## src/hw/rtl/b3c_pkg.sv

```systemverilog
// ----------------------------------------------------------------------------
// b3c_pkg
// Constants, types and helpers for the modified compression block: IV words,
// the seven-row message schedule, word rotations and state row rotation.
// ----------------------------------------------------------------------------
`default_nettype none

package b3c_pkg;

  // default number of rounds
  localparam int B3C_ROUNDS = 7;

  // one state row of four 32-bit words, element i is word i of the row
  typedef logic [3:0][31:0] b3c_row_t;

  // sequencer codes
  localparam logic [1:0] B3C_IDLE = 2'd0;
  localparam logic [1:0] B3C_RUN  = 2'd1;
  localparam logic [1:0] B3C_DONE = 2'd2;

  // initial words of the upper half of the state
  localparam logic [31:0] B3C_IV [8] = '{
    32'h6A09E667, 32'hBB67AE85, 32'h3C6EF372, 32'hA54FF53A,
    32'h510E527F, 32'h9B05688C, 32'h1F83D9EB, 32'h5BE0CD19
  };

  // message schedule, one row per round
  localparam logic [3:0] B3C_SCHED [7][16] = '{
    '{4'd0, 4'd1, 4'd2, 4'd3, 4'd4, 4'd5, 4'd6, 4'd7,
      4'd8, 4'd9, 4'd10, 4'd11, 4'd12, 4'd13, 4'd14, 4'd15},
    '{4'd12, 4'd8, 4'd13, 4'd9, 4'd14, 4'd10, 4'd15, 4'd11,
      4'd6, 4'd2, 4'd7, 4'd3, 4'd0, 4'd4, 4'd1, 4'd5},
    '{4'd11, 4'd15, 4'd10, 4'd14, 4'd3, 4'd7, 4'd2, 4'd6,
      4'd1, 4'd5, 4'd0, 4'd4, 4'd13, 4'd9, 4'd12, 4'd8},
    '{4'd1, 4'd12, 4'd7, 4'd10, 4'd14, 4'd0, 4'd5, 4'd15,
      4'd13, 4'd3, 4'd9, 4'd2, 4'd6, 4'd11, 4'd4, 4'd8},
    '{4'd9, 4'd14, 4'd15, 4'd5, 4'd2, 4'd8, 4'd12, 4'd1,
      4'd7, 4'd10, 4'd3, 4'd4, 4'd11, 4'd0, 4'd6, 4'd13},
    '{4'd10, 4'd2, 4'd8, 4'd12, 4'd15, 4'd11, 4'd14, 4'd6,
      4'd4, 4'd0, 4'd13, 4'd7, 4'd5, 4'd1, 4'd9, 4'd3},
    '{4'd13, 4'd7, 4'd9, 4'd1, 4'd11, 4'd14, 4'd12, 4'd3,
      4'd5, 4'd0, 4'd15, 4'd4, 4'd8, 4'd6, 4'd2, 4'd10}
  };

  // message word index for a round and a half-mix position
  function automatic logic [3:0] sched_word(input logic [2:0] rnd, input logic [3:0] pos);
    logic [3:0] w;
    case (rnd)
      3'd0, 3'd1, 3'd2, 3'd3, 3'd4, 3'd5, 3'd6: w = B3C_SCHED[rnd][pos];
      default: w = B3C_SCHED[0][pos];
    endcase
    return w;
  endfunction

  // rotate a word left
  function automatic logic [31:0] rol32(input logic [31:0] x, input logic [4:0] n);
    return (x << n) | (x >> (6'd32 - {1'b0, n}));
  endfunction

  // rotate a row left by whole words: word 0 takes old word amt
  function automatic b3c_row_t rot_row(input b3c_row_t row, input logic [1:0] amt);
    b3c_row_t r;
    for (int i = 0; i < 4; i++) begin
      r[i] = row[2'(i + int'(amt))];
    end
    return r;
  endfunction

endpackage

`default_nettype wire

```

## src/hw/rtl/custom_blake3_compress.sv

```systemverilog
// ----------------------------------------------------------------------------
// custom_blake3_compress
// Modified compression block. Loads the chaining value and a 16-word message
// as 64-bit pairs; message pair 7 runs the rounds on one shared half-mix unit
// and emits the new chaining value.
// ----------------------------------------------------------------------------
//  channel | ports                                   | handshake
//  --------+-----------------------------------------+-------------------------
//  input   | in_mode, in_pair_index, in_data_pair,   | start high, busy low
//          | in_block_counter, in_block_length,      |
//          | in_domain_flags                         |
//  result  | out_cv_words_01/23/45/67                | out_valid, one cycle
//
//  Busy stays low through the loads.
//  Message pair 7 holds busy while the rounds run: one half-mix per cycle
//  on the single shared mix unit, 16 per round, then the final xor.
//  The result strobe comes on the cycle busy drops; a new item can be taken then.
//  The receiver cannot stall. Reset clears the chaining value and the sequencer.
// ----------------------------------------------------------------------------
`default_nettype none

module custom_blake3_compress #(
  parameter int ROUNDS = b3c_pkg::B3C_ROUNDS
) (
  input  wire logic        clk,
  input  wire logic        rst_n,
  input  wire logic        start,
  output logic             busy,
  input  wire logic        in_mode,
  input  wire logic [2:0]  in_pair_index,
  input  wire logic [63:0] in_data_pair,
  input  wire logic [63:0] in_block_counter,
  input  wire logic [6:0]  in_block_length,
  input  wire logic [7:0]  in_domain_flags,
  output logic             out_valid,
  output logic [63:0]      out_cv_words_01,
  output logic [63:0]      out_cv_words_23,
  output logic [63:0]      out_cv_words_45,
  output logic [63:0]      out_cv_words_67
);
  import b3c_pkg::*;

  localparam int RW = (ROUNDS > 1) ? $clog2(ROUNDS) : 1;
  localparam logic [RW-1:0] LAST_RND = RW'(ROUNDS - 1);

  logic [1:0]    fsm_r;
  logic [1:0]    fsm_nxt;
  logic [3:0]    step_r;
  logic [RW-1:0] rnd_r;
  logic [31:0]   cv_r [8];
  logic [31:0]   msg_r [16];
  b3c_row_t      st_r [4];
  b3c_row_t      st_nxt [4];
  logic          out_valid_r;
  logic [63:0]   out01_r, out23_r, out45_r, out67_r;

  logic          accept;
  logic          fire;
  logic          half;
  logic [31:0]   mw;
  logic [31:0]   a1, b1, c1, d1;
  logic [31:0]   a0, b0, c0, d0;

  assign busy   = (fsm_r != B3C_IDLE);
  assign accept = start && !busy;
  assign fire   = accept && in_mode && (in_pair_index == 3'd7);
  assign half   = step_r[0];

  // shared half-mix on column 0 of the state
  always_comb begin
    a0 = st_r[0][0];
    b0 = st_r[1][0];
    c0 = st_r[2][0];
    d0 = st_r[3][0];
    mw = msg_r[sched_word(3'(rnd_r), step_r)];
    a1 = a0 + b0 + mw;
    d1 = rol32(d0 ^ a1, half ? 5'd8 : 5'd16);
    c1 = c0 + d1;
    b1 = rol32(b0 ^ c1, half ? 5'd7 : 5'd12);
  end

  // write back column 0, then rotate rows after a full mix
  always_comb begin
    b3c_row_t upd [4];
    upd = st_r;
    upd[0][0] = a1;
    upd[1][0] = b1;
    upd[2][0] = c1;
    upd[3][0] = d1;
    for (int r = 0; r < 4; r++) begin
      if (!half) begin
        st_nxt[r] = upd[r];
      end else if (step_r[3:1] == 3'd3) begin
        // last column mix: step to the diagonal layout
        st_nxt[r] = rot_row(upd[r], 2'(1 + r));
      end else if (step_r[3:1] == 3'd7) begin
        // last diagonal mix: back to the column layout
        st_nxt[r] = rot_row(upd[r], 2'(1 - r));
      end else begin
        st_nxt[r] = rot_row(upd[r], 2'd1);
      end
    end
  end

  // sequencer next state
  always_comb begin
    fsm_nxt = fsm_r;
    case (fsm_r)
      B3C_IDLE: if (fire) fsm_nxt = B3C_RUN;
      B3C_RUN:  if (step_r == 4'd15 && rnd_r == LAST_RND) fsm_nxt = B3C_DONE;
      B3C_DONE: fsm_nxt = B3C_IDLE;
      default:  fsm_nxt = B3C_IDLE;
    endcase
  end

  // control registers
  always_ff @(posedge clk) begin
    if (!rst_n) begin
      fsm_r       <= B3C_IDLE;
      step_r      <= '0;
      rnd_r       <= '0;
      out_valid_r <= 1'b0;
    end else begin
      fsm_r       <= fsm_nxt;
      out_valid_r <= (fsm_r == B3C_DONE);
      if (fsm_r == B3C_RUN) begin
        step_r <= step_r + 4'd1;
        if (step_r == 4'd15) begin
          rnd_r <= (rnd_r == LAST_RND) ? '0 : rnd_r + RW'(1);
        end
      end else begin
        step_r <= '0;
        rnd_r  <= '0;
      end
    end
  end

  // chaining value: loads and the final xor
  always_ff @(posedge clk) begin
    if (!rst_n) begin
      for (int i = 0; i < 8; i++) begin
        cv_r[i] <= '0;
      end
    end else if (fsm_r == B3C_DONE) begin
      for (int i = 0; i < 4; i++) begin
        cv_r[i]     <= st_r[0][i] ^ st_r[2][i];
        cv_r[i + 4] <= st_r[1][i] ^ st_r[3][i];
      end
    end else if (accept && !in_mode && !in_pair_index[2]) begin
      cv_r[{in_pair_index[1:0], 1'b0}] <= in_data_pair[31:0];
      cv_r[{in_pair_index[1:0], 1'b1}] <= in_data_pair[63:32];
    end
  end

  // message words
  always_ff @(posedge clk) begin
    if (accept && in_mode) begin
      msg_r[{in_pair_index, 1'b0}] <= in_data_pair[31:0];
      msg_r[{in_pair_index, 1'b1}] <= in_data_pair[63:32];
    end
  end

  // working state: loaded on message pair 7, then one half-mix a cycle
  always_ff @(posedge clk) begin
    if (fire) begin
      for (int i = 0; i < 4; i++) begin
        st_r[0][i] <= cv_r[i];
        st_r[1][i] <= cv_r[i + 4];
        st_r[2][i] <= B3C_IV[i];
      end
      st_r[3][0] <= B3C_IV[4] ^ in_block_counter[31:0];
      st_r[3][1] <= B3C_IV[5] ^ in_block_counter[63:32];
      st_r[3][2] <= B3C_IV[6] ^ {25'd0, in_block_length};
      st_r[3][3] <= B3C_IV[7] ^ {24'd0, in_domain_flags};
    end else if (fsm_r == B3C_RUN) begin
      st_r <= st_nxt;
    end
  end

  // result registers
  always_ff @(posedge clk) begin
    if (fsm_r == B3C_DONE) begin
      out01_r <= {st_r[0][1] ^ st_r[2][1], st_r[0][0] ^ st_r[2][0]};
      out23_r <= {st_r[0][3] ^ st_r[2][3], st_r[0][2] ^ st_r[2][2]};
      out45_r <= {st_r[1][1] ^ st_r[3][1], st_r[1][0] ^ st_r[3][0]};
      out67_r <= {st_r[1][3] ^ st_r[3][3], st_r[1][2] ^ st_r[3][2]};
    end
  end

  assign out_valid       = out_valid_r;
  assign out_cv_words_01 = out01_r;
  assign out_cv_words_23 = out23_r;
  assign out_cv_words_45 = out45_r;
  assign out_cv_words_67 = out67_r;

  // checks
  a_fire_busy: assert property (@(posedge clk) disable iff (!rst_n)
    fire |=> busy)
    else $error("compression did not start on message pair 7");

  a_strobe_idle: assert property (@(posedge clk) disable iff (!rst_n)
    out_valid |-> !busy)
    else $error("result strobe while busy");

  a_strobe_once: assert property (@(posedge clk) disable iff (!rst_n)
    out_valid |=> !out_valid)
    else $error("result strobe longer than one cycle");

  a_rnd_range: assert property (@(posedge clk) disable iff (!rst_n)
    (fsm_r == B3C_RUN) |-> (rnd_r <= LAST_RND))
    else $error("round counter out of range");

  a_done_from_run: assert property (@(posedge clk) disable iff (!rst_n)
    (fsm_r == B3C_DONE) |-> ($past(fsm_r) == B3C_RUN && $past(step_r) == 4'd15))
    else $error("finish without a full last round");

endmodule

`default_nettype wire
```

## config.mk

```make
export PLATFORM = sky130hd
export DESIGN_NAME = custom_blake3_compress
export DESIGN_NICKNAME = d
export VERILOG_FILES = /design/src/hw/rtl/b3c_pkg.sv /design/src/hw/rtl/custom_blake3_compress.sv
export SDC_FILE = /design/constraint.sdc
export NUM_CORES = 2
export LEC_CHECK = 0
export ABC_AREA = 1
export BUFFER_PORTS_ARGS = -buffer_cell sky130_fd_sc_hd__buf_2
export CORE_MARGIN = 4
export CORE_UTILIZATION = 55
export CTS_CLUSTER_DIAMETER = 60
export CTS_CLUSTER_SIZE = 14
export DETAILED_ROUTE_END_ITERATION = 12
export HOLD_SLACK_MARGIN = 0.15
export PLACE_DENSITY_LB_ADDON = 0.05
export SLEW_MARGIN = 0
export SYNTH_ARGS = -nofsm -noshare
export SYNTH_HDL_FRONTEND = slang
export SYNTH_SLANG_ARGS = --single-unit
```

## constraint.sdc

```tcl
create_clock -name clk -period 29.8 [get_ports clk]
set_clock_uncertainty 0.2 [all_clocks]
set_input_delay 7.45 -clock clk [delete_from_list [all_inputs] [get_ports clk]]
set_output_delay 7.45 -clock clk [all_outputs]
set_load 0.005 [all_outputs]
```

==> flow_summary.toml <==
[outcome]
status = "completed"

[worst_setup_path]
reg2reg_slack_ns = 16.31
rr_startpoint = "rnd_r[2]$_SDFFE_PN0N_"
startpoint_type = "register"
criticalPathCategory = "reg -> reg"
r2r-end = "b0[5]$_DFFE_PP_"
slowest_stage = "buf_4"
ff2ff_path_depth = 50
crit_top_cell = "nand2_1"
setup.worst_path.end_class = "register"
cp.arrival_ns = 13.83
cp.required_ns = 30.14
critical_path.max_stage_delay_ns = 0.77
path_max_fanout = 87

[clock_network]
cts_sinks = 1546
cts_setup_buffers = 0
clk-insertion-delay-late_ns = 0.80
cts_buffers = 140
ctsResizeCount = 0
tritoncts = "yes"
cts-hold-fix-buffers = 0
htreeDepth = 4
clockRootBuffer = "clkbuf_16"
clk_pin_slew_ns = 0.07
clockBufferDepth = 3

[worst_hold_path]
worst_hold_path_type = "reg -> reg"
hold_path_depth = 2
min_to = "st_r[82]$_SDFFE_PP0P_"
worstHoldStart = "st_r[82]$_SDFFE_PP0P_"

[logic_synthesis]
synth_cells = 6162
yosysSeqAreaShare_pct = 65.0
synth.largest_area_cell = "edfxtp_1"
avgSynthCellArea_um2 = 11.2
synth_top_area_share_pct = 60.3
ys_top_cells_by_count = "edfxtp_1 (1386), nand2_1 (990), o21ai_0 (761)"
synth.most_common_cell = "edfxtp_1"
synth_cell_type_count = 64
syn_area_um2 = 69000
async_flop_share_pct = 0
synthFlopType = "edfxtp_1"
ys_ff_latch = 1546
syn_nets = 6417
ys_warn_count = 0
yosys-top-cells-area = "edfxtp_1 (60%), o21ai_0 (5.5%), nand2_1 (5.4%), dfxtp_1 (4.6%), xor2_1 (4.0%)"
synth_edf_count = 1386

[finish]
nNetsFinal = 6716
syn2layout_area_growth_pct = 11.6
finish.utilization_pct = 62.0
fillers = 10000
final_cell_area_um2 = 77000
drive_above_1_share_pct = 12.5

[placement]
dpl_cell_area_um2 = 72600
place_hpwl_mm = 187
gp_congestion = 1.10
numPortBuffers = 407

[die]
start_util_pct = 55.6
row_count = 129
io_pins = 408
fp.coreArea_um2 = 124000
die_area_um2 = 131000
die_w_um = 362
die_h_um = 362

[timing]
rsz0062_at_grt = "no"
setup_tns_ns = 0
fin_crit_ns = 13.49
max_freq_mhz = 74.1
maxSlewViolCount = 0
worst_pin_slew_ns = 1.26
slew_headroom_pct = 15.8
hold_viol_final = 0
setup_viol = 0
final.period_utilization_pct = 45.3

[pwr]
p_leak_nw = 29.5
p_per_area_nw_per_um2 = 69.1
ir_worst_vdd_v = 0.0000665

[route]
viasPerCell = 6.38
vias = 52500
drt-initial-drc-count = 8613
ant_nets = 0
drc_errors = 0
wirelength_mm = 266
routedWlPerCell_um = 32.3
firstDrtPassIters = 7

[global_routing]
grt_pass1_wl_mm = 367
grt_pass1_vias = 47900
track_usage_pct = 39.8
antenna_found_initial = 40
grt_overflow = 0
grt_max_degree = 164

[job]
maxCapViolations = 0
## critical path, delay by kind of cell, from the launching register on
kind,cells,cell delay (ns)
compound gates,10,2.21
xor+xnor,3,1.46
fa+ha+maj,5,1.74
buf+inv,10,2.45
flops,1,0.76
mux,1,0.30
simple gates,21,3.88
## metrics by stage
step           hold slack, ns  setup WS, ns  power (W)  cells
3_3_place_gp            0.258         16.79    0.00354   7956
3_5_place_dp            0.264         16.72    0.00355   7956
2_1_floorplan           0.248         14.99    0.00304   6162
5_1_grt                 0.303         15.76    0.00545   8195
6_report                0.282         16.31    0.00532   8231
4_1_cts                 0.282         16.71    0.00527   8189
## how the worst max path moves through the flow
stage / startpoint / end / slack [ns]
global route: rnd_r[2]$_SDFFE_PN0N_ / b0[10]$_DFFE_PP_ / 15.76
floorplan: in_mode / st_r[100]$_DFFE_PP_ / 14.99
global placement: rnd_r[2]$_SDFFE_PN0N_ / b0[5]$_DFFE_PP_ / 16.79
finish: rnd_r[2]$_SDFFE_PN0N_ / b0[5]$_DFFE_PP_ / 16.31
CTS: rnd_r[2]$_SDFFE_PN0N_ / b0[10]$_DFFE_PP_ / 16.71
detailed placement: rnd_r[2]$_SDFFE_PN0N_ / b0[10]$_DFFE_PP_ / 16.72
## layer usage
metal	part of all wire [%]	track usage, %	vias up
met5	0.12	0	-
met4	5.7	20.0	12
met3	14	13.0	605
met2	42	55.7	3965
met1	38	56.0	25700
li1	-	-	22200
## placed cells by master (no fill, tap or decap), types with 35 or more instances in the layout
cell type	instances
o221ai_1	51
ha_1	72
buf_2	407
nand2_1	980
clkbuf_16	144
nand3_1	392
mux2_2	47
buf_4	84
o21ai_0	759
nor2_1	212
clkbuf_1	45
o211ai_1	69
edfxtp_1	1386
nand4_1	94
a22oi_1	35
dfxtp_1	159
a21oi_1	279
xor2_1	315
inv_1	655
diode_2	42
## logic make-up (layout without fill, tap and decap cells)
group / Yosys count / in the layout / share of synthesized area, %
simple gates: 1774 / 1774 / 11.0
flops: 1546 / 1546 / 65.0
compound gates: 1339 / 1339 / 10.9
buf+inv: 1007 / 1397 / 5.65
xor+xnor: 343 / 343 / 4.40
fa+ha+maj: 105 / 105 / 2.26
mux: 48 / 48 / 0.781
other cells: 0 / 42 / 0
## layout make-up
cell class                      count  area (µm²)  share of cell area (%)
Clock buffer                      193        3830                    4.97
Inverter                          670        2530                    3.29
Antenna cell                       42         105                   0.137
Timing Repair Buffer              494        2730                    3.54
Tap cell                         1637        2050                    2.66
Sequential cell                  1546       44800                    58.2
Multi-Input combinational cell   3609       20500                    26.6
Clock inverter                     40         440                   0.572
## power by group
part / total (W) / leakage [nW] / internal, W / switching (W)
clock network: 0.00176 / 2.06 / 0.000928 / 0.000830
logic: 0.00106 / 13.4 / 0.000242 / 0.000820
registers: 0.00250 / 14.1 / 0.00244 / 0.0000659
## registers in the layout, indices dropped and copies added (netlist names)
name / count
msg_r: 512
c0: 32
a0: 32
b0: 32
fsm_r: 2
out_valid: 1
cv_r: 256
rnd_r: 3
d0: 32
out_cv_words_23: 64
out_cv_words_67: 64
step_r: 4
out_cv_words_01: 64
st_r: 384
out_cv_words_45: 64
(Power assumes the default switching activity.)
